<file path="src/rtl/bmvp_pkg.sv">
// Shared types, constants and helpers for the banked memory map with VRAM planes.
// No dependencies; every file of the block but bmvp_ram imports this package.
package bmvp_pkg;

    localparam int BIOS_BYTES  = 16384;
    localparam int BASIC_BYTES = 32768;
    localparam int ROM_BYTES   = BIOS_BYTES + BASIC_BYTES;
    localparam int PLANE_BYTES = 16384;
    localparam int RAM_BYTES   = 65536;
    localparam int PLANE_COUNT = 3;

    localparam int ROM_AW   = $clog2(ROM_BYTES);
    localparam int PLANE_AW = $clog2(PLANE_BYTES);
    localparam int RAM_AW   = $clog2(RAM_BYTES);

    // Request types.
    localparam logic [2:0] REQ_MEM_READ  = 3'd0;
    localparam logic [2:0] REQ_MEM_WRITE = 3'd1;
    localparam logic [2:0] REQ_BANK_PORT = 3'd2;
    localparam logic [2:0] REQ_PLANE_SEL = 3'd3;
    localparam logic [2:0] REQ_ATTR      = 3'd4;
    localparam logic [2:0] REQ_PORT_C    = 3'd5;
    localparam logic [2:0] REQ_ROM_LOAD  = 3'd6;

    // Map modes.
    localparam logic [1:0] MAP_BOOT       = 2'd0;
    localparam logic [1:0] MAP_BASIC_BIOS = 2'd1;
    localparam logic [1:0] MAP_ALL_RAM    = 2'd2;
    localparam logic [1:0] MAP_BASIC      = 2'd3;

    // Source of the read data for a word in flight.
    localparam logic [2:0] SRC_ZERO  = 3'd0;
    localparam logic [2:0] SRC_ROM   = 3'd1;
    localparam logic [2:0] SRC_RAM   = 3'd2;
    localparam logic [2:0] SRC_PAL   = 3'd3;
    localparam logic [2:0] SRC_PLANE = 3'd4;

    // One word between the decode stage and the result register.
    typedef struct packed {
        logic [2:0]             src;
        logic [3:0]             pal;
        logic [PLANE_COUNT-1:0] rd_planes;
        logic                   attr_load;
        logic                   pbs;
        logic [3:0]             pb_attr;
        logic                   ios;
        logic                   pcs;
        logic [1:0]             pcv;
    } stage_t;

    // Write and read commands for all memories in one cycle.
    typedef struct packed {
        logic                              rd_en;
        logic                              main_we;
        logic [RAM_AW-1:0]                 main_waddr;
        logic [7:0]                        main_wdata;
        logic [RAM_AW-1:0]                 main_raddr;
        logic                              rom_we;
        logic [ROM_AW-1:0]                 rom_waddr;
        logic [7:0]                        rom_wdata;
        logic [ROM_AW-1:0]                 rom_raddr;
        logic [PLANE_COUNT-1:0]            plane_we;
        logic [PLANE_AW-1:0]               plane_waddr;
        logic [PLANE_COUNT-1:0][7:0]       plane_wdata;
        logic [PLANE_AW-1:0]               plane_raddr;
        logic                              attr_we;
        logic [3:0]                        attr_wdata;
    } mem_cmd_t;

    // Registered read data of all memories.
    typedef struct packed {
        logic [7:0]                  main;
        logic [7:0]                  rom;
        logic [PLANE_COUNT-1:0][7:0] plane;
        logic [3:0]                  attr;
    } mem_rd_t;

    // Attribute bit 3 goes to port B bit 7, bits 2:0 stay in place.
    function automatic logic [7:0] port_b_of(input logic [3:0] attr);
        return {attr[3], 4'b0000, attr[2:0]};
    endfunction

endpackage

</file>
<file path="src/rtl/bmvp_result.sv">
// Result formation from the stage register and memory read data, and the output register.
// Depends on bmvp_pkg.
module bmvp_result (
    input  logic              clk,
    input  logic              rst_n,
    input  logic              s1_valid,
    input  bmvp_pkg::stage_t  s1,
    input  bmvp_pkg::mem_rd_t rd,
    output logic              can_take,
    output logic              out_valid,
    input  logic              out_ready,
    output logic [7:0]        read_data,
    output logic              port_b_strobe,
    output logic [7:0]        port_b_value,
    output logic              io_mem_strobe,
    output logic              port_c_strobe,
    output logic [1:0]        port_c_value
);
    import bmvp_pkg::*;

    logic       out_valid_reg, out_valid_next;
    logic [7:0] rd_reg, rd_next;
    logic       pbs_reg;
    logic [7:0] pbv_reg, pbv_next;
    logic       ios_reg, pcs_reg;
    logic [1:0] pcv_reg;
    logic [7:0] plane_and;
    logic [3:0] pb_attr;
    logic       load;

    assign can_take = !out_valid_reg || out_ready;
    assign load     = s1_valid && can_take;

    always_comb
    begin
        plane_and = 8'hff;
        for (int p = 0; p < PLANE_COUNT; p++)
        begin
            if (s1.rd_planes[p])
            begin
                plane_and = plane_and & rd.plane[p];
            end
        end

        case (s1.src)
            SRC_ROM:   rd_next = rd.rom;
            SRC_RAM:   rd_next = rd.main;
            SRC_PAL:   rd_next = {4'h0, s1.pal};
            SRC_PLANE: rd_next = plane_and;
            default:   rd_next = 8'h00;
        endcase

        pb_attr  = s1.attr_load ? rd.attr : s1.pb_attr;
        pbv_next = s1.pbs ? port_b_of(pb_attr) : 8'h00;

        out_valid_next = out_valid_reg;
        if (out_valid_reg && out_ready)
        begin
            out_valid_next = 1'b0;
        end
        if (load)
        begin
            out_valid_next = 1'b1;
        end
    end

    always_ff @(posedge clk or negedge rst_n)
    begin
        if (!rst_n)
        begin
            out_valid_reg <= 1'b0;
        end
        else
        begin
            out_valid_reg <= out_valid_next;
        end
    end

    always_ff @(posedge clk)
    begin
        if (load)
        begin
            rd_reg  <= rd_next;
            pbs_reg <= s1.pbs;
            pbv_reg <= pbv_next;
            ios_reg <= s1.ios;
            pcs_reg <= s1.pcs;
            pcv_reg <= s1.pcs ? s1.pcv : 2'b00;
        end
    end

    assign out_valid     = out_valid_reg;
    assign read_data     = rd_reg;
    assign port_b_strobe = pbs_reg;
    assign port_b_value  = pbv_reg;
    assign io_mem_strobe = ios_reg;
    assign port_c_strobe = pcs_reg;
    assign port_c_value  = pcv_reg;

endmodule

</file>
<file path="config.mk">
export PLATFORM = sky130hd
export DESIGN_NAME = bmvp_result
export DESIGN_NICKNAME = d
export VERILOG_FILES = /design/src/rtl/bmvp_pkg.sv /design/src/rtl/bmvp_result.sv
export SDC_FILE = /design/constraint.sdc
export NUM_CORES = 1
export LEC_CHECK = 0
export CAP_MARGIN = 5
export CORE_MARGIN = 8
export CORE_UTILIZATION = 50
export DETAILED_ROUTE_END_ITERATION = 8
export DONT_BUFFER_PORTS = 1
export PLACE_DENSITY = 0.71
export SLEW_MARGIN = 5
export SYNTH_ARGS = -nofsm -noshare
export SYNTH_HDL_FRONTEND = slang
export SYNTH_SLANG_ARGS = --single-unit
</file>
<file path="constraint.sdc">
create_clock -name clk -period 1.55 [get_ports clk]
set_input_delay 0.2325 -clock clk [delete_from_list [all_inputs] [get_ports clk]]
set_output_delay 0.2325 -clock clk [all_outputs]
set_load 0.03 [all_outputs]
</file>
==> impl_metrics.yaml, run 1 <==
pwr:
  total_power_mw: 1.00
  p_comb_frac: 0.138
  swShare: 0.268
  p_clk_frac: 0.223
  p_int_mw: 0.734
  switchingPower_mw: 0.269
  peakVddDrop_mv: 0.364
  p_leak_nw: 0.392
  p_seq_frac: 0.639
  p_per_area_mw_per_mm2: 883
logic_synthesis:
  ys_seq_area_frac: 0.498
  netlist-cell-type-count: 22
  netlist_area_sq_mm: 0.00107
  synth_top_cell_by_area: "edfxtp_1"
  syn_avg_cell_area_sq_um: 11.9
  yosys-top-cells-area: "edfxtp_1 (47%), nand2b_1 (9.3%), a32oi_1 (6.5%), o2111ai_1 (6.5%), mux2_4 (5.6%)"
  synthCells: 90
  ys_ff_latch: 18
  yosysWarnings: 0
  yosys.area.top_type_share: 0.475
setup_path:
  crit_slowest_cell: "dfrtp_1"
  worstPathMaxFanout: 2
  cp_data_arrival_time_ns: 0.91
  path_cells: "nand2b_1, buf_4"
  endpoint_kind: "primary output"
  crit_type: "flip-flop to primary output"
  critPathRequiredTime_ns: 1.32
  slowest_delay_ns: 0.39
  start_kind: "flip-flop"
routing:
  via_per_inst: 6.13
  drtIter0Drc: 15
  drt_first_pass_iters: 4
  drc: 0
  num_vias: 735
  wirelength_mm: 2.71
  wire_per_inst_microns: 22.5
  ant_nets: 0
final_layout:
  nets: 162
  drive_above_1_share: 0.140
  post-route-util: 0.567
  antennaDiodeCount: 0
  final_common_cell: "edfxtp_1"
  final_cells: 120
  largest_reg_flops: 8
  syn_to_final_growth_pct: 5.59
  layout_common_cells: "edfxtp_1 (17), nand2b_1 (16), o2111ai_1 (8), a32oi_1 (8), o21ai_1 (8)"
die:
  core_sq_mm: 0.00200
  dieArea_sq_mm: 0.00389
  pin_count: 91
  rows: 16
  die_h_microns: 62.4
  start_util: 0.537
  dieWidth_microns: 62.4
clock_network:
  htreeDepth: 1
  cts_root_buf: "clkbuf_4"
  cts_tree: "built"
  clock_latency_ns: 0.28
  cts.path.max_buffers: 2
  cts_resized: 0
  cts_made_buffers: 3
  cts_sinks: 18
  path_clk_slew_ns: 0.10
place:
  io_buffers: 0
  gp_congestion: 0.780
  placedCellCount: 115
  place_hpwl_mm: 2.34
global_route:
  grt_max_degree: 18
  antenna_found_initial: 0
  grt.overflow.total: 0
  grt_pass1_vias: 881
  grt_pass1_wl_mm: 4.35
  grt_usage: 0.138
timing:
  rsz0062_at_grt: "false"
  timing.final.crit_period_ns: 1.14
  fin_tns_setup_ns: 0
  fin_skew_ns: 0.00144
  setup_viol: 0
  drv_slew: 0
  finalHoldViolCount: 0
  post-route-period-util: 0.736
  clock.fmax_mhz: 877
job:
  maxCapViolCount: 0
hold_path:
  hold_path_class: "input port to flip-flop"
run_status:
  status: "complete, no violations"
[per-stage QoR]
stage	area, sq um	worst slack [ns]	hold WS, ns
after floorplan	1090	0.0219	-0.0631
after global placement	1100	0.514	-0.0631
after detailed placement	1100	0.488	-0.0631
after CTS	1130	0.392	0.0295
after global routing	1130	0.357	0.0117
final	1130	0.409	0.0409
[kinds of logic (layout without fill, tap and decap cells)]
| logic type | count (synthesis) | after routing | share of synthesized area |
|---|---|---|---|
| AO/OA/AOI/OAI | 24 | 24 | 0.168 |
| buffers and inverters | 9 | 9 | 0.0570 |
| flip-flops | 18 | 18 | 0.498 |
| multiplexers | 8 | 8 | 0.0931 |
| other | 1 | 4 | 0.00349 |
| AND/OR/NAND/NOR | 30 | 30 | 0.180 |
[final timing paths]
kind                       cells past startpoint       endpoint      start  slack, ns
setup / recovery                               2       can_take  out_valid       0.41
min in group asynchronous                      1      out_valid      rst_n       0.15
hold / removal                                 0  io_mem_strobe      s1[3]       0.04
setup reg to reg                               3   read_data[4]  out_valid       0.49
hold reg to reg                                3      out_valid  out_valid       0.69
max in group asynchronous                      1      out_valid      rst_n       1.29
[synth_stat cells, drive strengths merged]
cell / instances
a32oi: 8
and2: 3
and2b: 1
buf: 7
clkbuf: 1
conb: 1
dfrtp: 1
edfxtp: 17
inv: 1
mux2: 4
mux2i: 4
nand2b: 16
nor2: 2
nor2b: 4
nor3b: 1
o2111ai: 8
o21ai: 8
or2: 1
or2b: 2
[power groups by stage]
| stage | logic (mW) | clock network [mW] | registers (mW) |
|---|---|---|---|
| final | 0.139 | 0.224 | 0.640 |
| after global routing | 0.153 | 0.257 | 0.644 |
| after CTS | 0.140 | 0.235 | 0.642 |
| after detailed placement | 0.137 | 0 | 0.653 |
| after global placement | 0.133 | 0 | 0.652 |
| after floorplan | 0.126 | 0 | 0.650 |
[timing repair]
action	in CTS	in global routing
hold buffers	1	0
hold endpoints to repair	1	0
buffers inserted	0	0
[worst max-delay path, delay by kind of cell, from the launching register on]
kind	cells	cell delay (ns)
buf+inv	1	0.16
simple gates	1	0.08
flops	1	0.39
[cell type report]
cell class,instances,area (sq um)
repair buffers,4,45.0
fillers,170,867
flip-flops and latches,18,536
well taps,27,33.8
clock inverters,1,3.75
inverters,1,3.75
clock buffers,3,22.5
multi-input cells,66,490
[routing by layer]
metal	routed length, microns	up-vias	share of wire	track usage
met5	0	-	0	0
met4	27	0	0.010	0.0712
met3	322	2	0.12	0.0789
met2	1360	66	0.50	0.233
met1	994	320	0.37	0.130
li1	-	347	-	-
Note: power is estimated with default switching activity, not from simulation.
==> run 2: changes to the inputs <==
- ABC_AREA: unset -> 1
- clock period: 1.55 -> 1.14 ns (I/O delays scaled with it)
==> run 2 against run 1 <==
Net effect: wire length is 12% higher; count of clock-buffer cells in the layout is 1 higher; synthesized area is 11% higher; via count is 37% higher; largest cell class unchanged; highest routed layer unchanged; design area is 16% higher; register-to-register slack worse by 0.44 ns; utilization is 2.3 points higher.
==> impl_metrics.yaml, run 2 <==
run_status:
  status: "complete, no violations"
logic_synthesis:
  synth-xor-area-share: 0
  yosys-top-cells-area: "edfxtp_1 (43%), nand2_1 (15%), inv_1 (12%), nor2_1 (10%), o21ai_0 (3.4%)"
  async_flop_share: 0.0556
  yosys.cell_count.top_type: "nand2_1"
  dominantRegCellSynth: "edfxtp_1"
  yosysWarnings: 0
  ys_seq_area_frac: 0.449
  netlist_area_sq_mm: 0.00119
  synth_adder_area_share: 0
  synthSimpleGateAreaFrac: 0.341
  synth.top_cells.by_count: "nand2_1 (47), inv_1 (39), nor2_1 (32)"
  yosys.area.top_type_share: 0.428
  ys_ff_latch: 18
  synth_top_family_by_area: "simple AND/OR/NAND/NOR gates"
  netlist-cell-type-count: 17
  syn_avg_cell_area_sq_um: 7.06
  synth_enable_flop_cells: 17
  synthMuxAreaShare: 0
  synth-compound-area-share: 0.0377
  synth_top_cell_by_area: "edfxtp_1"
  synthCells: 169
timing:
  fin_skew_ns: 0.0143
  setup_viol: 0
  finalHoldViolCount: 0
  drv_slew: 0
  timing.final.crit_period_ns: 1.09
  fin_ws_ns: 0.0500
  rsz0062_at_grt: "false"
  timing.hold.ws_ns: 0.0291
  fin_tns_setup_ns: 0
  post-route-period-util: 0.956
  clock.fmax_mhz: 917
place:
  place_area_sq_mm: 0.00123
  placedCellCount: 195
  place_hpwl_mm: 2.67
  io_buffers: 0
  gp_congestion: 0.748
  post-place-ws_ns: 0.0610
die:
  dieArea_sq_mm: 0.00421
  pin_count: 91
  dieWidth_microns: 64.9
  start_util: 0.534
  core_sq_mm: 0.00223
  rows: 17
  die_h_microns: 64.9
pwr:
  p_leak_nw: 0.703
  p_seq_frac: 0.598
  p_per_area_mw_per_mm2: 1110
  p_int_mw: 1.05
  p_comb_frac: 0.149
  p_clk_frac: 0.253
  peakVddDrop_mv: 0.561
  total_power_mw: 1.46
  switchingPower_mw: 0.409
  swShare: 0.280
routing:
  drt_first_pass_iters: 3
  ant_nets: 0
  via_per_inst: 4.93
  wire_per_inst_microns: 14.8
  wirelength_mm: 3.03
  num_vias: 1006
  drtIter0Drc: 18
  drc: 0
final_layout:
  multiInputGateArea_sq_um: 480
  antennaDiodeCount: 0
  seq_area_sq_um: 537
  layout_common_cells: "nand2_1 (46), inv_1 (39), nor2_1 (32), edfxtp_1 (17), o21ai_0 (8)"
  final_cells: 204
  final_common_cell: "nand2_1"
  largest_reg_flops: 8
  nets: 245
  nFillCells: 210
  post-route-util: 0.590
  drive_above_1_share: 0.0909
  final_area_sq_mm: 0.00132
  syn_to_final_growth_pct: 10.4
setup_path:
  crit_type: "flip-flop to flip-flop"
  slowest_delay_ns: 0.45
  path_cells: "a21oi_4, buf_12"
  crit_slowest_cell: "dfrtp_2"
  endpoint_kind: "flip-flop"
  cp_data_arrival_time_ns: 1.08
  worstPathMaxFanout: 15
  start_kind: "flip-flop"
  reg2reg_depth: 2
  critPathRequiredTime_ns: 1.13
clock_network:
  cts_sinks: 18
  cts_root_buf: "clkbuf_4"
  cts_made_buffers: 3
  clock_latency_ns: 0.28
  cts.path.max_buffers: 2
  htreeDepth: 1
  cts_tree: "built"
  path_clk_slew_ns: 0.10
global_route:
  grt_usage: 0.134
  grt_pass1_wl_mm: 4.57
  grt_pass1_vias: 1058
  antenna_found_initial: 0
  grt.overflow.total: 0
  grt_max_degree: 16
hold_path:
  hold_path_class: "input port to flip-flop"
  hold_path_depth: 2
job:
  maxCapViolCount: 0
==> run 2: cells by family after synthesis <==
logic type / count (synthesis)
other: 1
and+or+nand+nor: 93
DFF: 18
AOI/OAI and AO/OA: 9
buffers and inverters: 48
==> run 2: timing repair <==
action | in CTS | in global routing
hold buffers | 4 | 0
buffers inserted | 0 | 1
endpoints found under the setup margin | 1 | 8
gates resized for setup | 1 | 0
pin swaps | 0 | 1
hold endpoints to repair | 4 | 0
==> run 2: layer usage <==
layer / track usage / wire length [microns] / up-vias
met2: 0.242 / 1480 / 57
met1: 0.138 / 1190 / 430
met3: 0.0515 / 337 / 2
met5: 0 / 0 / -
li1: - / - / 517
met4: 0.0490 / 21 / 0
==> run 2: power groups by stage <==
stage | Clock (mW) | Combinational (mW) | Sequential, mW
2_1_floorplan | 0 | 0.179 | 0.887
3_3_place_gp | 0 | 0.196 | 0.889
3_5_place_dp | 0 | 0.203 | 0.892
4_1_cts | 0.382 | 0.216 | 0.877
5_1_grt | 0.398 | 0.249 | 0.878
6_report | 0.371 | 0.217 | 0.874
==> run 2: path summary, 6_finish.rpt <==
check	slack [ns]	start	endpoint
hold / removal	0.03	s1_valid	out_valid
setup / recovery	0.05	out_valid	port_b_strobe
setup reg to reg	0.05	out_valid	port_b_strobe
max in group asynchronous	0.91	rst_n	out_valid
hold reg to reg	0.69	out_valid	out_valid
min in group asynchronous	0.10	rst_n	out_valid
==> run 2: final cells by class <==
class | count | share of cell area
sequential | 18 | 0.407
multi-input combinational | 106 | 0.365
inverter | 41 | 0.117
timing repair buffer | 7 | 0.0570
clock buffer | 4 | 0.0275
tap | 28 | 0.0266
==> run 2: worst max-delay path, delay by kind of cell (launching register included) <==
kind	cells	cell delay (ns)
flops	1	0.45
buf+inv	1	0.16
compound gates	1	0.18
