===== config.mk =====
export PLATFORM = sky130hd
export DESIGN_NAME = bmvp_ram
export DESIGN_NICKNAME = d
export VERILOG_FILES = /design/src/rtl/bmvp_ram.sv
export SDC_FILE = /design/constraint.sdc
export NUM_CORES = 1
export LEC_CHECK = 0
export CORE_UTILIZATION = 55
export CTS_CLUSTER_DIAMETER = 60
export DETAILED_ROUTE_END_ITERATION = 8
export DONT_BUFFER_PORTS = 1
export GPL_TIMING_DRIVEN = 0
export PLACE_DENSITY = 0.78
export SLEW_MARGIN = 40
export SYNTH_ARGS = -nofsm -noshare
export SYNTH_HDL_FRONTEND = slang
export SYNTH_SLANG_ARGS = --single-unit

===== constraint.sdc =====
create_clock -name clk -period 1.8 [get_ports clk]
set_input_delay 0.09 -clock clk [delete_from_list [all_inputs] [get_ports clk]]
set_output_delay 0.09 -clock clk [all_outputs]
set_load 0.02 [all_outputs]

===== src/rtl/bmvp_ram.sv =====
// Generic single-write, single-read memory with a registered read port.
// No dependencies.
module bmvp_ram #(
    parameter int WIDTH = 8,
    parameter int DEPTH = 16,
    localparam int AW = (DEPTH > 1) ? $clog2(DEPTH) : 1
) (
    input  logic             clk,
    input  logic             we,
    input  logic [AW-1:0]    waddr,
    input  logic [WIDTH-1:0] wdata,
    input  logic             re,
    input  logic [AW-1:0]    raddr,
    output logic [WIDTH-1:0] rdata
);

    logic [WIDTH-1:0] mem_reg [DEPTH];
    logic [WIDTH-1:0] rdata_reg;

    always_ff @(posedge clk)
    begin
        if (we)
        begin
            mem_reg[waddr] <= wdata;
        end
        if (re)
        begin
            rdata_reg <= mem_reg[raddr];
        end
    end

    assign rdata = rdata_reg;

endmodule


==> results of run 1 <==
routing by layer:
layer	vias to the layer above	track usage, %	share of wire, %	routed length (um)
met5	-	0	0	0
met4	0	11.2	2.1	201
met3	17	6.54	8.9	867
met2	134	33.4	48	4640
met1	1246	30.4	41	4030
li1	1040	-	-	-
stage by stage:
stage               cell area (um^2)  setup TNS (ns)  std cells
global route                    6050               0        398
CTS                             6050               0        398
global placement                5390           -1.68        358
detailed placement              5410               0        358
finish                          6050               0        398
floorplan                       5230               0        229
area by class of cell:
type,count,share of cell area (%)
Sequential cell,136,67.5
Multi-Input combinational cell,83,17.8
Clock buffer,18,6.91
Tap cell,129,2.67
Clock inverter,11,1.82
Timing Repair Buffer,11,1.82
Buffer,10,1.43
power by group:
part           switching, mW  internal (mW)  leakage, nW
Clock                   1.18           1.92        0.253
Sequential            0.0377           3.57         1.24
Combinational          0.180          0.131        0.469
Total                   1.39           5.62         1.96
final timing paths:
| check | start | end | slack (ns) | cells after the start |
|---|---|---|---|---|
| setup / recovery | mem_reg[4][0]$_DFFE_PP_ | rdata[0]$_DFFE_PP_ | 0.16 | 3 |
| hold / removal | waddr[2] | mem_reg[12][6]$_DFFE_PP_ | 0.06 | 2 |
| setup reg to reg | mem_reg[4][0]$_DFFE_PP_ | rdata[0]$_DFFE_PP_ | 0.16 | 3 |
| hold reg to reg | mem_reg[10][4]$_DFFE_PP_ | rdata[4]$_DFFE_PP_ | 0.77 | 3 |
cells in the mapped netlist:
master	n
nand3b_1	2
buf_6	3
or3b_2	1
buf_4	1
nand2_1	9
edfxtp_1	136
and2b_1	1
nor3_1	4
buf_2	3
nand3_1	1
nor2_1	13
mux4_1	14
mux4_2	18
nand2b_1	2
and2_1	1
a22oi_1	16
nor2b_1	1
clkdlybuf4s25_2	3
what timing repair did:
action	CTS	global route
setup endpoints to repair	0	0
hold endpoints to repair	168	0
hold buffers	11	0
worst register-to-register path, stage by stage (launching register included):
cell and delay (ns):
edfxtp_1 0.39, mux4_1 0.58, a22oi_1 0.30, nand2_1 0.11
cell families (layout without fill, tap and decap cells):
kind of cell	Yosys count	count (layout)	share of synthesized area [%]
AOI/OAI and AO/OA	16	16	2.30
and+or+nand+nor	35	35	3.14
muxes	32	32	14.8
DFF	136	136	78.1
buffers and inverters	10	50	1.65
==> results_dict.tcl, run 1 <==
set metrics [dict create \
    post_cts_buffers 0 \
    setup_ws_ns 0.165 \
    antenna_found_initial 0 \
    grt_max_degree 17 \
    max_freq_ghz 0.612 \
    fin_nets 278 \
    io_buffers 0 \
    final_common_cell "edfxtp_1" \
    synth_area_mm2 0.00523 \
    finalPower_mw 7.02 \
    cts_tree "done" \
    status "finished clean" \
    cp_num_buf_inv 0 \
    rows 35 \
    synth_top_area_share_pct 78.1 \
    fill_cells 582 \
    vdd_drop_max_v 0.000698 \
    power.density_mw_per_mm2 1160 \
    synthCells 229 \
    p_leak_nw 1.96 \
    viasPerCell 6.12 \
    syn_area_per_cell_um2 22.8 \
    hold_viol 0 \
    worst_pin_slew_ns 0.793 \
    htreeDepth 4 \
    post_cts_resized 0 \
    fin_crit_ns 1.64 \
    path_class "reg2reg" \
    crit_family "multiplexers" \
    required_ns 2.05 \
    multi_input_area_mm2 0.00108 \
    cp_slowest_cell "mux4_1" \
    drv_slew 0 \
    setup_viol 0 \
    grt_pass1_wl_um 14700 \
    crit_chain "mux4_1 -> a22oi_1 -> nand2_1" \
    drt_iter0_drc 316 \
    num_antenna_cells 0 \
    cts_sinks 136 \
    ios 27 \
    finalCritPeriodShare_pct 90.8 \
    cts_buffer_depth 2 \
    cp-end-kind "flip-flop" \
    ys_top_cells_by_area "edfxtp_1, mux4_2, mux4_1, a22oi_1, nor2_1" \
    skew_ns 0.00996 \
    cts-root-buf "clkbuf_8" \
    track_usage_pct 22.3 \
    syn_nets 248 \
    cp_max_fo 1 \
    finish.utilization_pct 65.5 \
    yosysTopAreaCell "edfxtp_1" \
    rsz0062_at_grt "false" \
    dpl_worst_slack_ns 0.0604 \
    syn2layout_area_growth_pct 15.7 \
    layout_common_cells "edfxtp_1, mux4_2, a22oi_1, clkbuf_16, mux4_1" \
    clk_pin_slew_worst_paths_ns 0.06 \
    start_kind "flip-flop" \
    grt_pass1_vias 2481 \
    hpwlAfterDp_um 5790 \
    route.detailed.drc 0 \
    gr-total-overflow 0 \
    cp.arrival_ns 1.89 \
    cp_slowest_stage_delay_ns 0.58 \
    ys_seq_area_share_pct 78.1 \
    drt_first_pass_iters 4 \
    core_mm2 0.00924 \
    detail_route.wl_per_cell_um 24.5 \
    wl_um 9740 \
    ant_nets 0 \
    ys_seq_elements 136 \
    insertion_delay_ns 0.52 \
    die_w_um 99.5 \
    vias 2437 \
    routabilityCongestion 0.727 \
    maxSlewHeadroom_pct 47.0 \
    die_y_um 99.5 \
    cts_inserted_buffers 17 \
    dieArea_mm2 0.00990 \
    drive_above_1_share_pct 22.3 \
    yosysWarnings 0 \
    worstHoldPathType "in2reg" \
    initial_core_util_pct 56.6 \
    drv_cap 0 \
    timing.hold.ws_ns 0.0603 \
    seq_area_mm2 0.00408 \
    largest_register_ffs 128 \
    ys_types 18 \
]
Power figures use the tool's default switching activity.
==> run 2: changes to the inputs <==
--- a/config.mk
+++ b/config.mk
@@ -5,6 +5,7 @@
 export SDC_FILE = /design/constraint.sdc
 export NUM_CORES = 1
 export LEC_CHECK = 0
+export CORE_MARGIN = 2
 export CORE_UTILIZATION = 55
 export CTS_CLUSTER_DIAMETER = 60
 export DETAILED_ROUTE_END_ITERATION = 8
==> constraint.sdc (replaced) <==
create_clock -name clk -period 2 [get_ports clk]
set_input_delay 0.1 -clock clk [delete_from_list [all_inputs] [get_ports clk]]
set_output_delay 0.1 -clock clk [all_outputs]
set_load 0.02 [all_outputs]
==> run 2 against run 1 <==
Register-to-register slack better by 0.26 ns. Clock power down 12%. Global-route usage decreased by 1.5 points. Wire length decreased by 0.79%. Flip-flop and latch count unchanged. Sequential share of layout area fell by 0.098 points. Worst setup slack better by 0.26 ns. Worst hold slack gained 0.00094 ns. Die area increased by 4.1%. Final cell count up 1.0%. First-iteration DRC count fell by 2.5%. Total power shrank 11%. Critical endpoint unchanged. Largest cell class unchanged.
==> results_dict.tcl, run 2 (synthesis gave the netlist of run 1 again) <==
set metrics [dict create \
    core_mm2 0.00924 \
    vdd_drop_max_v 0.000453 \
    grt_pass1_vias 2425 \
    wl_um 9660 \
    hold_viol 0 \
    worst_pin_slew_ns 0.860 \
    fin_crit_ns 1.57 \
    track_usage_pct 20.8 \
    vias 2403 \
    antenna_found_initial 0 \
    start_kind "flip-flop" \
    largest_register_ffs 128 \
    drt_first_pass_iters 5 \
    ant_nets 0 \
    ios 27 \
    initial_core_util_pct 56.6 \
    cts_buffer_depth 2 \
    cp.arrival_ns 1.83 \
    path_class "reg2reg" \
    rows 35 \
    setup_viol 0 \
    die_y_um 101 \
    final_common_cell "edfxtp_1" \
    rr_worst_depth 3 \
    finish.utilization_pct 65.6 \
    timing.hold.ws_ns 0.0612 \
    maxSlewHeadroom_pct 42.4 \
    cp_max_fo 1 \
    r2r_start "mem_reg[5][0]$_DFFE_PP_" \
    clk_pin_slew_worst_paths_ns 0.06 \
    min_to "rdata[0]$_DFFE_PP_" \
    max_freq_ghz 0.635 \
    insertion_delay_ns 0.51 \
    cp_slowest_cell "mux4_1" \
    hp-start "raddr[1]" \
    io_buffers 0 \
    die_w_um 101 \
    worstHoldPathType "in2reg" \
    syn2layout_area_growth_pct 15.9 \
    holdPathStages 3 \
    cts_tree "done" \
    stdcell_count 402 \
    power.density_mw_per_mm2 1030 \
    drv_cap 0 \
    cts_sinks 136 \
    detail_route.wl_per_cell_um 24.0 \
    post_cts_resized 0 \
    layout_common_cells "edfxtp_1, mux4_2, a22oi_1, clkbuf_16, mux4_1" \
    rsz0062_at_grt "false" \
    cp_slowest_stage_delay_ns 0.56 \
    finalPower_mw 6.25 \
    route.detailed.drc 0 \
    r2r-end "rdata[0]$_DFFE_PP_" \
    fin_nets 279 \
    drive_above_1_share_pct 22.7 \
    gr-total-overflow 0 \
    routabilityCongestion 0.729 \
    tns_ns 0 \
    cp-end-kind "flip-flop" \
    viasPerCell 5.98 \
    cts-root-buf "clkbuf_8" \
    r2r_slack_ns 0.43 \
    p_leak_nw 1.96 \
    hpwlAfterDp_um 5800 \
    cts_inserted_buffers 17 \
    finalCritPeriodShare_pct 78.7 \
    drv_slew 0 \
    drt_iter0_drc 308 \
    num_antenna_cells 0 \
    status "finished clean" \
    grt_max_degree 17 \
    crit_chain "mux4_1 -> a22oi_1 -> nand2_1" \
    dp_cells 358 \
    htreeDepth 4 \
    grt_pass1_wl_um 14300 \
    dieArea_mm2 0.0103 \
    required_ns 2.25 \
    skew_ns 0.00614 \
]
run 2: cell types whose count changed in the layout (fill, tap and decap cells not counted):
cell and delta:
dlygate4sd3_1 +1, bufinv_16 -1, clkbuf_1 -1, clkinv_4 +2, clkinvlp_4 +1, clkinv_1 +2
run 2: worst max path at each step:
stage | depth (start not counted) | to | startpoint | slack, ns
after floorplan | 2 | mem_reg[0][0]$_DFFE_PP_ | waddr[2] | 0.41
after global placement | 2 | mem_reg[0][2]$_DFFE_PP_ | waddr[2] | -0.02
after detailed placement | 5 | rdata[0]$_DFFE_PP_ | raddr[0] | 0.32
after CTS | 3 | mem_reg[4][5]$_DFFE_PP_ | waddr[0] | 0.42
after global routing | 3 | mem_reg[4][0]$_DFFE_PP_ | waddr[0] | 0.36
final | 3 | rdata[0]$_DFFE_PP_ | mem_reg[5][0]$_DFFE_PP_ | 0.43
run 2: where the power goes:
| part | internal, mW | total (mW) | leakage, nW | switching [mW] |
|---|---|---|---|---|
| Clock | 1.62 | 2.72 | 0.249 | 1.10 |
| Combinational | 0.119 | 0.280 | 0.476 | 0.161 |
| Sequential | 3.21 | 3.25 | 1.24 | 0.0327 |
| Total | 4.95 | 6.25 | 1.96 | 1.30 |
run 2: layer usage:
layer  share of wire, %  GRT usage [%]  wire [um]  up-vias
met2                 49           31.3       4700      102
li1                   -              -          -     1049
met3                7.5           5.24        728       11
met4                1.4           8.52        132        0
met5                  0              0          0        -
met1                 42           29.7       4100     1241
run 2: worst max-delay path: cells and delay by family, from the launching register on:
family | cells | cell delay (ns)
AOI/OAI and AO/OA | 1 | 0.29
muxes | 1 | 0.56
DFF | 1 | 0.35
and+or+nand+nor | 1 | 0.11
run 2: per-stage QoR:
step,worst slack (ns),cell area [um^2]
3_3_place_gp,-0.0151,5390
6_report,0.426,6060
5_1_grt,0.363,6060
2_1_floorplan,0.407,5230
3_5_place_dp,0.318,5410
4_1_cts,0.421,6060
run 2: cell type report:
| class | count | area [um^2] |
|---|---|---|
| Sequential cell | 136 | 4080 |
| Tap cell | 129 | 161 |
| Multi-Input combinational cell | 83 | 1080 |
| Buffer | 10 | 86.3 |
| Fill cell | 580 | 3180 |
| Timing Repair Buffer | 12 | 120 |
| Clock buffer | 17 | 414 |
| Clock inverter | 15 | 113 |
run 2: repair_timing:
action,4_1_cts,5_1_grt
endpoints found under the hold margin,168,0
buffers inserted,0,0
hold buffers,12,0
==> run 3: changes to the inputs <==
--- a/config.mk
+++ b/config.mk
@@ -11,7 +11,7 @@
 export DETAILED_ROUTE_END_ITERATION = 8
 export DONT_BUFFER_PORTS = 1
 export GPL_TIMING_DRIVEN = 0
-export PLACE_DENSITY = 0.78
+export PLACE_DENSITY = 0.81
 export SLEW_MARGIN = 40
 export SYNTH_ARGS = -nofsm -noshare
 export SYNTH_HDL_FRONTEND = slang
==> constraint.sdc (replaced) <==
create_clock -name clk -period 1.3 [get_ports clk]
set_input_delay 0.065 -clock clk [delete_from_list [all_inputs] [get_ports clk]]
set_output_delay 0.065 -clock clk [all_outputs]
set_load 0.02 [all_outputs]
==> run 3 against run 2 <==
The run now ends with negative hold slack, negative setup slack left. Clock-buffer cell count stayed put. Via count grew 2.1%. Clock skew increased by 0.0013 ns. Critical path type unchanged. Largest power group unchanged. Critical path depth stayed put.
==> results_dict.tcl, run 3 (synthesis gave the netlist of run 1 again) <==
set metrics [dict create \
    status "complete, but fails checks" \
    failed_checks "negative hold slack, negative setup slack" \
    htreeDepth 4 \
    drt_first_pass_iters 6 \
    fin_nets 279 \
    setup_ws_ns -0.196 \
    clk_pin_slew_worst_paths_ns 0.06 \
    cts_sinks 136 \
    maxSlewHeadroom_pct 45.6 \
    final_common_cell "edfxtp_1" \
    timing.hold.ws_ns -0.0122 \
    start_kind "flip-flop" \
    hpwlAfterDp_um 6210 \
    finish.utilization_pct 66.6 \
    track_usage_pct 22.6 \
    design_area_mm2 0.00615 \
    post_cts_buffers 0 \
    largest_register_ffs 128 \
    ios 27 \
    hp-start "waddr[3]" \
    setup_viol 8 \
    cp_max_fo 1 \
    die_y_um 101 \
    rr_worst_depth 3 \
    cts-root-buf "clkbuf_8" \
    route.detailed.drc 0 \
    required_ns 1.56 \
    drive_above_1_share_pct 30.8 \
    p_leak_nw 1.97 \
    wl_um 10400 \
    r2r-end "rdata[3]$_DFFE_PP_" \
    fin_crit_ns 1.50 \
    gr-total-overflow 0 \
    cts_tree "done" \
    cp-end-kind "flip-flop" \
    switching_power_mw 2.20 \
    tns_ns -1.24 \
    routabilityCongestion 0.787 \
    grt_pass1_wl_um 15600 \
    cp.arrival_ns 1.76 \
    finalPower_mw 10.3 \
    combPwrFrac_pct 4.5 \
    drt_iter0_drc 262 \
    worst_pin_slew_ns 0.812 \
    place_area_mm2 0.00539 \
    r2r_start "mem_reg[3][3]$_DFFE_PP_" \
    holdPathStages 2 \
    die_w_um 101 \
    power.density_mw_per_mm2 1680 \
    layout_common_cells "edfxtp_1, mux4_2, clkbuf_16" \
    syn2layout_area_growth_pct 17.7 \
    stdcell_count 403 \
    rows 35 \
    viasPerCell 6.09 \
    fill_cells 548 \
    initial_core_util_pct 56.6 \
    vdd_drop_max_v 0.000888 \
    cts_buffer_depth 2 \
    clkPwrFrac_pct 47.0 \
    dieArea_mm2 0.0103 \
    cts_inserted_buffers 17 \
    core_mm2 0.00924 \
    ant_nets 0 \
    finalCritPeriodShare_pct 115 \
    sw_frac_of_total_pct 21.3 \
    drv_cap 0 \
    grt_max_degree 17 \
    grt_pass1_vias 2551 \
    p_int_mw 8.11 \
    drv_slew 0 \
    hold_viol 8 \
    insertion_delay_ns 0.52 \
    detail_route.wl_per_cell_um 25.7 \
    dp_cells 358 \
    path_class "reg2reg" \
    worstHoldPathType "in2reg" \
    max_freq_ghz 0.668 \
    io_buffers 0 \
    min_to "mem_reg[0][2]$_DFFE_PP_" \
    antenna_found_initial 2 \
    r2r_slack_ns -0.20 \
    vias 2454 \
    skew_ns 0.00745 \
    rsz0062_at_grt "true" \
    power_frac_seq_pct 48.5 \
]
## run 3: layout make-up
type | instances | area [um^2] | area share, %
flip-flops and latches | 136 | 4080 | 66.4
diodes | 1 | 2.50 | 0.0407
well taps | 129 | 161 | 2.62
clock buffers | 17 | 414 | 6.73
clock inverters | 15 | 191 | 3.11
plain buffers | 10 | 97.6 | 1.59
repair buffers | 12 | 120 | 1.95
multi-input cells | 83 | 1080 | 17.6
## run 3: routing by layer
layer	GRT usage, %	vias up	wire length, um
met4	9.77	0	245
met2	34.1	140	5240
met1	31.1	1249	4010
li1	-	1041	-
met3	6.83	24	855
met5	0	-	0
## run 3: timing repair
| action | 4_1_cts | 5_1_grt |
|---|---|---|
| endpoints found under the hold margin | 170 | 0 |
| gates resized for setup | 7 | 5 |
| pin swaps | 2 | 2 |
| setup endpoints to repair | 8 | 10 |
| hold buffers | 12 | 0 |
## run 3: critical path, stage by stage (launching register included)
cell and delay, ns:
edfxtp_1 0.37, mux4_2 0.51, a22oi_2 0.23, nand2_1 0.12
## run 3: worst max path at each step
stage                                        from                       to  slack (ns)  cells after the start
after floorplan                          waddr[2]  mem_reg[3][0]$_DFFE_PP_       -0.03                      2
after global placement                   waddr[2]  mem_reg[8][0]$_DFFE_PP_       -0.40                      2
after detailed placement                 waddr[2]  mem_reg[2][4]$_DFFE_PP_       -0.29                      2
after CTS                 mem_reg[3][3]$_DFFE_PP_       rdata[3]$_DFFE_PP_       -0.19                      3
after global routing      mem_reg[0][3]$_DFFE_PP_       rdata[3]$_DFFE_PP_       -0.24                      3
final                     mem_reg[3][3]$_DFFE_PP_       rdata[3]$_DFFE_PP_       -0.20                      3
## run 3: power groups by stage
stage | Combinational, mW | Sequential [mW] | Clock, mW
after global placement | 0.336 | 5.08 | 0
after global routing | 0.500 | 5.01 | 5.08
after detailed placement | 0.342 | 5.09 | 0
after CTS | 0.458 | 5.00 | 4.91
after floorplan | 0.259 | 5.08 | 0
final | 0.466 | 5.00 | 4.85
## run 3: stage by stage
stage | hold WS [ns] | worst slack, ns
6_report | -0.0122 | -0.196
4_1_cts | -0.0288 | -0.190
5_1_grt | 0.00929 | -0.239
3_3_place_gp | 0.165 | -0.401
3_5_place_dp | 0.165 | -0.294
2_1_floorplan | 0.164 | -0.0311
