### src/rtl/bmvp_pkg.sv
// Shared types, constants and helpers for the banked memory map with VRAM planes.
// No dependencies; every file of the block but bmvp_ram imports this package.
package bmvp_pkg;

    localparam int BIOS_BYTES  = 16384;
    localparam int BASIC_BYTES = 32768;
    localparam int ROM_BYTES   = BIOS_BYTES + BASIC_BYTES;
    localparam int PLANE_BYTES = 16384;
    localparam int RAM_BYTES   = 65536;
    localparam int PLANE_COUNT = 3;

    localparam int ROM_AW   = $clog2(ROM_BYTES);
    localparam int PLANE_AW = $clog2(PLANE_BYTES);
    localparam int RAM_AW   = $clog2(RAM_BYTES);

    // Request types.
    localparam logic [2:0] REQ_MEM_READ  = 3'd0;
    localparam logic [2:0] REQ_MEM_WRITE = 3'd1;
    localparam logic [2:0] REQ_BANK_PORT = 3'd2;
    localparam logic [2:0] REQ_PLANE_SEL = 3'd3;
    localparam logic [2:0] REQ_ATTR      = 3'd4;
    localparam logic [2:0] REQ_PORT_C    = 3'd5;
    localparam logic [2:0] REQ_ROM_LOAD  = 3'd6;

    // Map modes.
    localparam logic [1:0] MAP_BOOT       = 2'd0;
    localparam logic [1:0] MAP_BASIC_BIOS = 2'd1;
    localparam logic [1:0] MAP_ALL_RAM    = 2'd2;
    localparam logic [1:0] MAP_BASIC      = 2'd3;

    // Source of the read data for a word in flight.
    localparam logic [2:0] SRC_ZERO  = 3'd0;
    localparam logic [2:0] SRC_ROM   = 3'd1;
    localparam logic [2:0] SRC_RAM   = 3'd2;
    localparam logic [2:0] SRC_PAL   = 3'd3;
    localparam logic [2:0] SRC_PLANE = 3'd4;

    // One word between the decode stage and the result register.
    typedef struct packed {
        logic [2:0]             src;
        logic [3:0]             pal;
        logic [PLANE_COUNT-1:0] rd_planes;
        logic                   attr_load;
        logic                   pbs;
        logic [3:0]             pb_attr;
        logic                   ios;
        logic                   pcs;
        logic [1:0]             pcv;
    } stage_t;

    // Write and read commands for all memories in one cycle.
    typedef struct packed {
        logic                              rd_en;
        logic                              main_we;
        logic [RAM_AW-1:0]                 main_waddr;
        logic [7:0]                        main_wdata;
        logic [RAM_AW-1:0]                 main_raddr;
        logic                              rom_we;
        logic [ROM_AW-1:0]                 rom_waddr;
        logic [7:0]                        rom_wdata;
        logic [ROM_AW-1:0]                 rom_raddr;
        logic [PLANE_COUNT-1:0]            plane_we;
        logic [PLANE_AW-1:0]               plane_waddr;
        logic [PLANE_COUNT-1:0][7:0]       plane_wdata;
        logic [PLANE_AW-1:0]               plane_raddr;
        logic                              attr_we;
        logic [3:0]                        attr_wdata;
    } mem_cmd_t;

    // Registered read data of all memories.
    typedef struct packed {
        logic [7:0]                  main;
        logic [7:0]                  rom;
        logic [PLANE_COUNT-1:0][7:0] plane;
        logic [3:0]                  attr;
    } mem_rd_t;

    // Attribute bit 3 goes to port B bit 7, bits 2:0 stay in place.
    function automatic logic [7:0] port_b_of(input logic [3:0] attr);
        return {attr[3], 4'b0000, attr[2:0]};
    endfunction

endpackage

### src/rtl/bmvp_ctrl.sv
// Input decode, bank and video state, clearing sequencer and the stage register.
// Depends on bmvp_pkg.
module bmvp_ctrl (
    input  logic              clk,
    input  logic              rst_n,
    input  logic              in_valid,
    output logic              in_ready,
    input  logic [2:0]        req_type,
    input  logic [15:0]       address,
    input  logic [7:0]        data,
    input  logic              can_take,
    input  logic [3:0]        attr_rdata,
    output logic              s1_valid,
    output bmvp_pkg::stage_t  s1,
    output bmvp_pkg::mem_cmd_t cmd
);
    import bmvp_pkg::*;

    logic             s1_valid_reg, s1_valid_next;
    stage_t           s1_reg, s1_next;
    logic [1:0]       map_mode_reg, map_mode_next;
    logic             window_reg, window_next;
    logic [7:0]       plane_sel_reg, plane_sel_next;
    logic [3:0]       attr_pending_reg, attr_pending_next;
    logic [3:0]       attr_held_reg, attr_held_next;
    logic             hold_mode_reg, hold_mode_next;
    logic             pal_sel_reg, pal_sel_next;
    logic [3:0]       palette_reg [16];
    logic             clear_reg, clear_next;
    logic [RAM_AW-1:0] clr_addr_reg, clr_addr_next;

    logic             acc;
    logic             s1_take;
    logic             in_window;
    logic             pal_acc;
    logic             held_eff;
    logic [3:0]       held_fwd;
    logic [3:0]       held_new;
    logic             pal_we;
    logic             plane_path;
    mem_cmd_t         cmd_c;

    assign in_ready = !clear_reg && (!s1_valid_reg || can_take);
    assign acc      = in_valid && in_ready;
    assign s1_take  = s1_valid_reg && can_take;
    assign s1_valid = s1_valid_reg;
    assign s1       = s1_reg;
    assign cmd      = cmd_c;

    assign in_window  = window_reg && (address[15:14] == 2'b10);
    assign pal_acc    = pal_sel_reg && (plane_sel_reg[6:4] == 3'b000);
    assign plane_path = in_window && !pal_acc;

    // A plane read still in the stage register has not yet committed its attribute.
    assign held_eff = s1_valid_reg && s1_reg.attr_load;
    assign held_fwd = held_eff ? attr_rdata : attr_held_reg;
    assign held_new = hold_mode_reg ? held_fwd : attr_pending_reg;

    assign pal_we = acc && (req_type == REQ_MEM_WRITE) && in_window && pal_acc;

    always_comb
    begin
        s1_valid_next     = s1_valid_reg;
        s1_next           = s1_reg;
        map_mode_next     = map_mode_reg;
        window_next       = window_reg;
        plane_sel_next    = plane_sel_reg;
        attr_pending_next = attr_pending_reg;
        attr_held_next    = attr_held_reg;
        hold_mode_next    = hold_mode_reg;
        pal_sel_next      = pal_sel_reg;
        clear_next        = clear_reg;
        clr_addr_next     = clr_addr_reg;

        cmd_c             = '0;
        cmd_c.rd_en       = acc;
        cmd_c.main_raddr  = address;
        cmd_c.plane_raddr = address[PLANE_AW-1:0];
        cmd_c.main_waddr  = address;
        cmd_c.main_wdata  = data;
        cmd_c.rom_waddr   = address[ROM_AW-1:0];
        cmd_c.rom_wdata   = data;
        cmd_c.plane_waddr = address[PLANE_AW-1:0];
        cmd_c.attr_wdata  = held_new;
        for (int p = 0; p < PLANE_COUNT; p++)
        begin
            cmd_c.plane_wdata[p] = plane_sel_reg[p] ? data : 8'hff;
        end

        if (map_mode_reg == MAP_BOOT)
        begin
            cmd_c.rom_raddr = ROM_AW'(address[13:0]);
        end
        else if ((map_mode_reg == MAP_BASIC_BIOS) && address[14])
        begin
            cmd_c.rom_raddr = ROM_AW'(address[13:0]);
        end
        else
        begin
            cmd_c.rom_raddr = ROM_AW'(BIOS_BYTES) + ROM_AW'(address[14:0]);
        end

        if (s1_take)
        begin
            s1_valid_next = 1'b0;
            if (s1_reg.attr_load)
            begin
                attr_held_next = attr_rdata;
            end
        end

        if (acc)
        begin
            s1_valid_next = 1'b1;
            s1_next       = '0;
            s1_next.pal   = palette_reg[address[3:0]];
            case (req_type)
                REQ_MEM_READ:
                begin
                    if (in_window)
                    begin
                        if (pal_acc)
                        begin
                            s1_next.src = SRC_PAL;
                        end
                        else
                        begin
                            s1_next.src = SRC_PLANE;
                            for (int p = 0; p < PLANE_COUNT; p++)
                            begin
                                s1_next.rd_planes[p] = plane_sel_reg[p] && plane_sel_reg[p + 4];
                            end
                            s1_next.attr_load = plane_sel_reg[2] && plane_sel_reg[6];
                            s1_next.pbs       = plane_sel_reg[2] && plane_sel_reg[6];
                        end
                    end
                    else if (map_mode_reg == MAP_BOOT)
                    begin
                        s1_next.src = SRC_ROM;
                    end
                    else if (!address[15] && (map_mode_reg != MAP_ALL_RAM))
                    begin
                        s1_next.src = SRC_ROM;
                    end
                    else
                    begin
                        s1_next.src = SRC_RAM;
                    end
                end
                REQ_MEM_WRITE:
                begin
                    if (plane_path)
                    begin
                        for (int p = 0; p < PLANE_COUNT; p++)
                        begin
                            cmd_c.plane_we[p] = plane_sel_reg[p + 4];
                        end
                        if (plane_sel_reg[6])
                        begin
                            cmd_c.attr_we   = 1'b1;
                            attr_held_next  = held_new;
                            s1_next.pbs     = 1'b1;
                            s1_next.pb_attr = held_new;
                        end
                    end
                    else if (!in_window && (map_mode_reg != MAP_BOOT))
                    begin
                        cmd_c.main_we = 1'b1;
                    end
                end
                REQ_BANK_PORT:
                begin
                    map_mode_next = data[0] ? MAP_BASIC_BIOS :
                                    data[1] ? MAP_ALL_RAM : MAP_BASIC;
                    window_next   = data[2];
                    s1_next.ios   = data[3];
                    s1_next.pcs   = 1'b1;
                    s1_next.pcv   = data[1:0];
                end
                REQ_PLANE_SEL:
                begin
                    plane_sel_next = data;
                end
                REQ_ATTR:
                begin
                    attr_pending_next = data[3:0];
                end
                REQ_PORT_C:
                begin
                    hold_mode_next = data[4];
                    pal_sel_next   = |data[3:2];
                end
                REQ_ROM_LOAD:
                begin
                    cmd_c.rom_we = (32'(address) < ROM_BYTES);
                end
                default:
                begin
                end
            endcase
        end

        // The clearing pass owns every write port until it finishes.
        if (clear_reg)
        begin
            cmd_c.main_we     = 1'b1;
            cmd_c.main_waddr  = clr_addr_reg;
            cmd_c.main_wdata  = 8'h00;
            cmd_c.rom_we      = (32'(clr_addr_reg) < ROM_BYTES);
            cmd_c.rom_waddr   = clr_addr_reg[ROM_AW-1:0];
            cmd_c.rom_wdata   = 8'hff;
            cmd_c.plane_we    = '1;
            cmd_c.plane_waddr = clr_addr_reg[PLANE_AW-1:0];
            cmd_c.plane_wdata = '0;
            cmd_c.attr_we     = 1'b1;
            cmd_c.attr_wdata  = 4'h0;
            clr_addr_next     = clr_addr_reg + 1'b1;
            if (clr_addr_reg == '1)
            begin
                clear_next = 1'b0;
            end
        end
    end

    always_ff @(posedge clk or negedge rst_n)
    begin
        if (!rst_n)
        begin
            s1_valid_reg     <= 1'b0;
            map_mode_reg     <= MAP_BOOT;
            window_reg       <= 1'b0;
            plane_sel_reg    <= 8'h00;
            attr_pending_reg <= 4'h0;
            attr_held_reg    <= 4'h0;
            hold_mode_reg    <= 1'b0;
            pal_sel_reg      <= 1'b0;
            clear_reg        <= 1'b1;
            clr_addr_reg     <= '0;
            for (int i = 0; i < 16; i++)
            begin
                palette_reg[i] <= 4'h0;
            end
        end
        else
        begin
            s1_valid_reg     <= s1_valid_next;
            map_mode_reg     <= map_mode_next;
            window_reg       <= window_next;
            plane_sel_reg    <= plane_sel_next;
            attr_pending_reg <= attr_pending_next;
            attr_held_reg    <= attr_held_next;
            hold_mode_reg    <= hold_mode_next;
            pal_sel_reg      <= pal_sel_next;
            clear_reg        <= clear_next;
            clr_addr_reg     <= clr_addr_next;
            if (pal_we)
            begin
                palette_reg[address[3:0]] <= data[3:0];
            end
        end
    end

    always_ff @(posedge clk)
    begin
        s1_reg <= s1_next;
    end

endmodule

### config.mk
export PLATFORM = sky130hd
export DESIGN_NAME = bmvp_ctrl
export DESIGN_NICKNAME = d
export VERILOG_FILES = /design/src/rtl/bmvp_pkg.sv /design/src/rtl/bmvp_ctrl.sv
export SDC_FILE = /design/constraint.sdc
export NUM_CORES = 1
export LEC_CHECK = 0
export ABC_AREA = 0
export BUFFER_PORTS_ARGS = -buffer_cell sky130_fd_sc_hd__buf_2
export CAP_MARGIN = 20
export CORE_MARGIN = 5
export CORE_UTILIZATION = 56
export DETAILED_ROUTE_END_ITERATION = 6
export PLACE_DENSITY = 0.86
export SLEW_MARGIN = 20
export SYNTH_ARGS = -nofsm -noshare
export SYNTH_HDL_FRONTEND = slang
export SYNTH_SLANG_ARGS = --single-unit
### constraint.sdc
create_clock -name clk -period 5.6 [get_ports clk]
set_input_delay 0.84 -clock clk [delete_from_list [all_inputs] [get_ports clk]]
set_output_delay 0.84 -clock clk [all_outputs]
set_load 0.02 [all_outputs]
==> results of run 1 <==
cell families (layout without fill, tap and decap cells):
kind of cell    after synthesis  count (layout)  share of synthesized area
simple gates                138             138                     0.1277
fa+ha+maj                     1               1                   0.001889
flops                       120             120                     0.4679
xor+xnor                     15              15                    0.01983
buf+inv                     121             249                     0.1141
compound gates               50              50                    0.04590
mux                         116             116                     0.2227
where the power goes:
group	internal, mW	total [mW]	leakage [nW]	switching (mW)
Clock	0.737	1.15	0.308	0.413
Combinational	0.138	0.416	2.08	0.278
Sequential	0.927	0.978	1.56	0.0511
Total	1.80	2.54	3.94	0.742
per-stage QoR:
stage / setup WS, ps / total power, mW / std cells
6_report: 2212 / 2.543 / 832
2_1_floorplan: 2250 / 1.276 / 561
4_1_cts: 2236 / 2.555 / 832
3_3_place_gp: 2324 / 1.393 / 800
5_1_grt: 2092 / 2.634 / 832
3_5_place_dp: 2275 / 1.404 / 800
synth_stat cells, types with 2 or more instances:
cell / instances
sky130_fd_sc_hd__mux2_2: 86
sky130_fd_sc_hd__buf_4: 78
sky130_fd_sc_hd__a21oi_1: 27
sky130_fd_sc_hd__nand4_1: 9
sky130_fd_sc_hd__and4_1: 6
sky130_fd_sc_hd__a31o_2: 4
sky130_fd_sc_hd__a21o_1: 4
sky130_fd_sc_hd__nand4_4: 7
sky130_fd_sc_hd__nor4_2: 2
sky130_fd_sc_hd__nor2b_1: 6
sky130_fd_sc_hd__mux2_1: 5
sky130_fd_sc_hd__xor2_1: 5
sky130_fd_sc_hd__edfxtp_1: 19
sky130_fd_sc_hd__dfrtp_1: 100
sky130_fd_sc_hd__nand3b_1: 2
sky130_fd_sc_hd__nor2_1: 34
sky130_fd_sc_hd__nand2b_1: 4
sky130_fd_sc_hd__or2_2: 8
sky130_fd_sc_hd__and2_1: 3
sky130_fd_sc_hd__and3_1: 3
sky130_fd_sc_hd__mux4_2: 16
sky130_fd_sc_hd__o21ai_0: 5
sky130_fd_sc_hd__or3_1: 2
sky130_fd_sc_hd__nand3_1: 15
sky130_fd_sc_hd__clkbuf_1: 19
sky130_fd_sc_hd__mux2i_1: 9
sky130_fd_sc_hd__nand2_1: 26
sky130_fd_sc_hd__buf_1: 9
sky130_fd_sc_hd__inv_1: 13
sky130_fd_sc_hd__xnor2_1: 10
sky130_fd_sc_hd__a22oi_1: 8
sky130_fd_sc_hd__nor3_1: 6
path summary, 6_finish.rpt:
path | endpoint | cells past startpoint | slack, ps
max reg2reg | clr_addr_reg[15]$_DFFE_PN0P_ | 5 | 3240
max in group asynchronous | window_reg$_DFFE_PN0P_ | 2 | 4020
min in group clk | palette_reg[21]$_DFFE_PN0P_ | 1 | 490
min | clr_addr_reg[4]$_DFFE_PN0P_ | 1 | 310
max | cmd[4] | 7 | 2210
min reg2reg | palette_reg[21]$_DFFE_PN0P_ | 1 | 490
layer usage:
layer	vias up	GRT usage	wire [microns]
met5	-	0	0
met4	0	0.09848	502
met3	47	0.06399	1213
met2	233	0.4398	9023
met1	2394	0.2707	6225
li1	2155	-	-
worst reg2reg max path, delay by kind of cell (launching register included):
family,cells,cell delay (ps)
XOR/XNOR,1,160
buffers and inverters,1,580
flip-flops,1,530
AND/OR/NAND/NOR,3,970
cell type report:
class                           count  area share
Tap cell                          143     0.02300
Clock buffer                       18     0.05791
Inverter                           13    0.006273
Clock inverter                     14     0.02381
Sequential cell                   120      0.3984
Timing Repair Buffer              204      0.1332
Multi-Input combinational cell    320      0.3574
==> impl_metrics.ini, run 1 <==
[run_status]
run_status = complete, no violations

[logic_synthesis]
synth.top_cells.by_area = sky130_fd_sc_hd__dfrtp_1 38%, sky130_fd_sc_hd__mux2_2 15%, sky130_fd_sc_hd__buf_4 8.8%, sky130_fd_sc_hd__edfxtp_1 8.6%, sky130_fd_sc_hd__mux4_2 5.4%
syn_area_per_cell_sq_um = 11.81
ys_seq_elements = 120
synth_top_cell_area_share = 0.3778
synth_cell_type_count = 43
yosysTopAreaCell = sky130_fd_sc_hd__dfrtp_1
mappedNetlistNets = 597
syn-instance-count = 561
synth_sequential_area_ratio = 0.4679
ys_warn_count = 0
async_flop_share = 0.8417
postSynth.topFlopCell = sky130_fd_sc_hd__dfrtp_1
area_of_the_mapped_netlist_sq_um = 6624
synth_edf_count = 19

[placement]
place_hpwl_microns = 12100
buffer_ports.inserted = 199
placed_area_sq_um = 7143
gpl.final_weighted_congestion = 0.9677

[setup_path]
timing.critical_path.slowest_stage_cell = sky130_fd_sc_hd__or3b_4
worst-path-max-fanout = 19
path_delay_family = simple AND/OR/NAND/NOR gates
cp_data_required_time_ps = 4760
crit_path_cell_trace = buf_2, or3b_4, nor4_4, buf_4, nand2_1, nand2b_1, buf_2
cp_common_cell = sky130_fd_sc_hd__buf_2
worst-setup-path-type = in2out
max_stage_delay_ps = 420
cp.buffers_inverters = 3
worstSetupStartpointType = primary input
critical_register_to_register_path_startpoint = clear_reg$_DFF_PN1_
cp-end-kind = primary output
worst-endpoint-arrival_ps = 2550
crit_path_start = req_type[2]

[timing]
hold_slack_ps = 314.7
rsz0062_at_grt = false
min_period_over_period = 0.6049
worst_pin_slew_ps = 972.2
relSlewSlack = 0.3519
setup_violations = 0
layout_min_cycle_time_ps = 3388
setup_total_negative_slack_ps = 0
finalClockSkew_ps = 18.40
hold_viol = 0
clock.fmax_ghz = 0.2952
final_max_slew_viol_count = 0

[clock_tree]
cts_root_buffer = sky130_fd_sc_hd__clkbuf_16
clkSinkCount = 120
htreeDepth = 4
worstSkewPairLatency_ps = 420
cts_buffers = 17
cts_tree = done
path_clk_slew_ps = 60
cts_hold_buffers = 0
cts-resized-gates = 0
cts.repair_timing.setup_buffer_count = 0
max-clock-path-buffers = 2

[flow_run]
cap_violations = 0

[worst_hold_path]
timing.hold.worst.class = in2async

[die]
initial_core_util = 0.5752
die_h_microns = 118.8
ioPinCount = 200
die_area_sq_um = 14100
chipWidth_microns = 118.8
placeableCoreArea_sq_um = 11520
fp-row-count = 39

[finish]
post-route-util = 0.6755
multi_input_area_sq_um = 2780
seqCellArea_sq_um = 3099
area_delta_synth_final_pct = 17.43
final_cell_mix = 198 x sky130_fd_sc_hd__buf_2, 100 x sky130_fd_sc_hd__dfrtp_1, 86 x sky130_fd_sc_hd__mux2_2, 33 x sky130_fd_sc_hd__nor2_1, 27 x sky130_fd_sc_hd__a21oi_1
design.final.nets = 712
layout-drive-gt1-share = 0.5269
largest_register_ff_count = 64
antenna_cells_inserted = 0
fillerInstances = 779
mostFrequentLayoutCell = sky130_fd_sc_hd__buf_2
finish.instance_area_sq_um = 7779

[routing]
routed_wire_length_per_instance_microns = 20.39
first_pass_iters = 5
vias = 4829
antenna_left = 0
first_iter_violations = 377
finalWirelength_microns = 16960
post_drt_via_cell_ratio = 5.804
drc = 0

[global_route]
antenna_violations_before_repair = 0
global_route_wire_length_before_repair_microns = 26970
maximum_number_of_pins_on_one_net_before_global_route_repair = 80
gr-total-overflow = 0
grt_usage = 0.2427
first_global_vias = 4962

[power_and_ir_drop]
power.density_nw_per_um2 = 327.0
ir_worst_vdd_mv = 0.1727
cellLeakagePower_nw = 3.940
Note: power is estimated with default switching activity, not from simulation.
==> run 2, diff against run 1 <==
ABC_AREA = 1   (was 0)
CORE_UTILIZATION = 48   (was 56)
PLACE_DENSITY = 0.77   (was 0.86)
clock period = 2.95 ns   (was 5.6 ns; I/O delays follow)
==> impl_metrics.ini, run 2 <==
[setup_path]
worst-path-max-fanout = 59
worst-endpoint-arrival_ps = 2020
cp_data_required_time_ps = 2510
worst-setup-path-type = reg2out
worstSetupStartpointType = flip-flop
cp-end-kind = primary output

[timing]
layout_min_cycle_time_ps = 2461
final_max_slew_viol_count = 0
relSlewSlack = 0.5229
worst_pin_slew_ps = 713.1
setup_total_negative_slack_ps = 0
finalClockSkew_ps = 9.976
post-route-worst-setup-slack_ps = 489.4
rsz0062_at_grt = false
hold_viol = 0
min_period_over_period = 0.8341
setup_violations = 0
clock.fmax_ghz = 0.4064

[clock_tree]
max-clock-path-buffers = 2
htreeDepth = 4
cts-resized-gates = 0
clkSinkCount = 120
cts_root_buffer = sky130_fd_sc_hd__clkbuf_16
cts.repair_timing.setup_buffer_count = 0
cts_buffers = 17
worstSkewPairLatency_ps = 430
cts_hold_buffers = 0
path_clk_slew_ps = 60
cts_tree = done

[routing]
routed_wire_length_per_instance_microns = 15.44
first_iter_violations = 579
post_drt_via_cell_ratio = 5.193
finalWirelength_microns = 20090
drc = 0
first_pass_iters = 5
antenna_left = 0
vias = 6756

[logic_synthesis]
postSynth.topFlopCell = sky130_fd_sc_hd__dfrtp_1
synth_top_cells_by_count = 425 x sky130_fd_sc_hd__nand2_1, 100 x sky130_fd_sc_hd__dfrtp_1, 79 x sky130_fd_sc_hd__buf_4
multiplexer_share_of_the_synthesized_area = 0
mappedNetlistNets = 1035
ys_warn_count = 0
area_of_the_mapped_netlist_sq_um = 7164
yosysTopAreaCell = sky130_fd_sc_hd__dfrtp_1
synth.top_cells.by_area = sky130_fd_sc_hd__dfrtp_1 35%, sky130_fd_sc_hd__nand2_1 22%, sky130_fd_sc_hd__buf_4 8.3%, sky130_fd_sc_hd__edfxtp_1 8.0%, sky130_fd_sc_hd__nand4_1 5.7%
synth_edf_count = 19
synth_most_common_cell = sky130_fd_sc_hd__nand2_1
syn-instance-count = 999
synth-compound-area-share = 0.04855
async_flop_share = 0.8417
synth_simple_gate_area_frac = 0.3578
synth_fa_ha_area_frac = 0.001746
synth_cell_type_count = 24
dominant_combinational_cell_family_by_area_after_synthesis = simple AND/OR/NAND/NOR gates
synth_top_cell_area_share = 0.3493
syn_area_per_cell_sq_um = 7.172
ys_seq_elements = 120
synth-xor-area-share = 0.01100
synth_sequential_area_ratio = 0.4326

[power_and_ir_drop]
ir_worst_vdd_mv = 0.4373
cellLeakagePower_nw = 4.633
power.density_nw_per_um2 = 576.8

[finish]
layout-drive-gt1-share = 0.2328
final_cell_mix = 425 x sky130_fd_sc_hd__nand2_1, 198 x sky130_fd_sc_hd__buf_2, 100 x sky130_fd_sc_hd__dfrtp_1, 77 x sky130_fd_sc_hd__nor2_1
area_delta_synth_final_pct = 16.17
post-route-util = 0.5705
design.final.nets = 1140
mostFrequentLayoutCell = sky130_fd_sc_hd__nand2_1
largest_register_ff_count = 64
fillerInstances = 1324
antenna_cells_inserted = 0

[global_route]
antenna_violations_before_repair = 0
grt_usage = 0.2261
global_route_wire_length_before_repair_microns = 32330
gr-total-overflow = 0
first_global_vias = 6167
maximum_number_of_pins_on_one_net_before_global_route_repair = 82

[placement]
buffer_ports.inserted = 199
place_hpwl_microns = 14300
gpl.final_weighted_congestion = 0.8820
dpl_worst_slack_ps = 820.1

[die]
initial_core_util = 0.4911
fp-row-count = 44
placeableCoreArea_sq_um = 14590
die_h_microns = 132.2
die_area_sq_um = 17470
chipWidth_microns = 132.2
ioPinCount = 200

[run_status]
run_status = complete, no violations

[worst_hold_path]
timing.hold.worst.class = in2async

[flow_run]
cap_violations = 0
## run 2: per-layer routing
layer  GRT usage  vias to the layer above  share of wire
li1            -                     3316              -
met1      0.3151                     3145           0.44
met2      0.3495                      262           0.46
met3     0.05038                       33          0.075
met4     0.07862                        0          0.021
met5           0                        -              0
## run 2: cell families after synthesis
kind of cell             Yosys count
buffers and inverters            193
flip-flops                       120
adder cells (fa/ha/maj)            1
XOR/XNOR                           9
AND/OR/NAND/NOR                  608
AO/OA/AOI/OAI                     68
## run 2: final cells by class
type,instances,area [sq um],share of cell area
inverters,68,255.2,0.03067
flip-flops and latches,120,3099,0.3724
clock buffers,19,475.5,0.05713
multi-input cells,686,3010,0.3617
well taps,184,230.2,0.02766
repair buffers,211,1114,0.1338
clock inverters,13,138.9,0.01669
## run 2: per-stage QoR
stage	std cells	power (mW)	hold slack (ps)	instance area, sq um
final	1301	4.801	62.53	8323
after global routing	1301	4.976	122.8	8323
after CTS	1301	4.819	77.66	8323
after detailed placement	1269	2.686	459.6	7709
after global placement	1269	2.676	453.6	7709
after floorplan	999	2.439	146.9	7164
## run 2: critical path, stage by stage (launching register included)
cell and delay (ps):
sky130_fd_sc_hd__dfstp_2 530, sky130_fd_sc_hd__buf_4 460, sky130_fd_sc_hd__nand2_1 170, sky130_fd_sc_hd__o21ai_0 190
sky130_fd_sc_hd__buf_2 240
## run 2: where the power goes
group	leakage [nW]	internal [mW]	switching, mW
Clock	0.293	1.35	0.795
Sequential	1.55	1.77	0.0727
Combinational	2.79	0.233	0.589
## run 2: final timing paths
path / from / depth (start not counted) / endpoint / slack [ps]
max: clear_reg$_DFF_PN1_ / 4 / cmd[127] / 490
min: rst_n / 1 / clr_addr_reg[12]$_DFFE_PN0P_ / 60
max reg2reg: clear_reg$_DFF_PN1_ / 6 / clr_addr_reg[12]$_DFFE_PN0P_ / 910
min reg2reg: palette_reg[39]$_DFFE_PN0P_ / 2 / palette_reg[39]$_DFFE_PN0P_ / 470
max in group asynchronous: rst_n / 2 / plane_sel_reg[2]$_DFFE_PN0P_ / 2030
min in group clk: data[6] / 3 / plane_sel_reg[6]$_DFFE_PN0P_ / 260
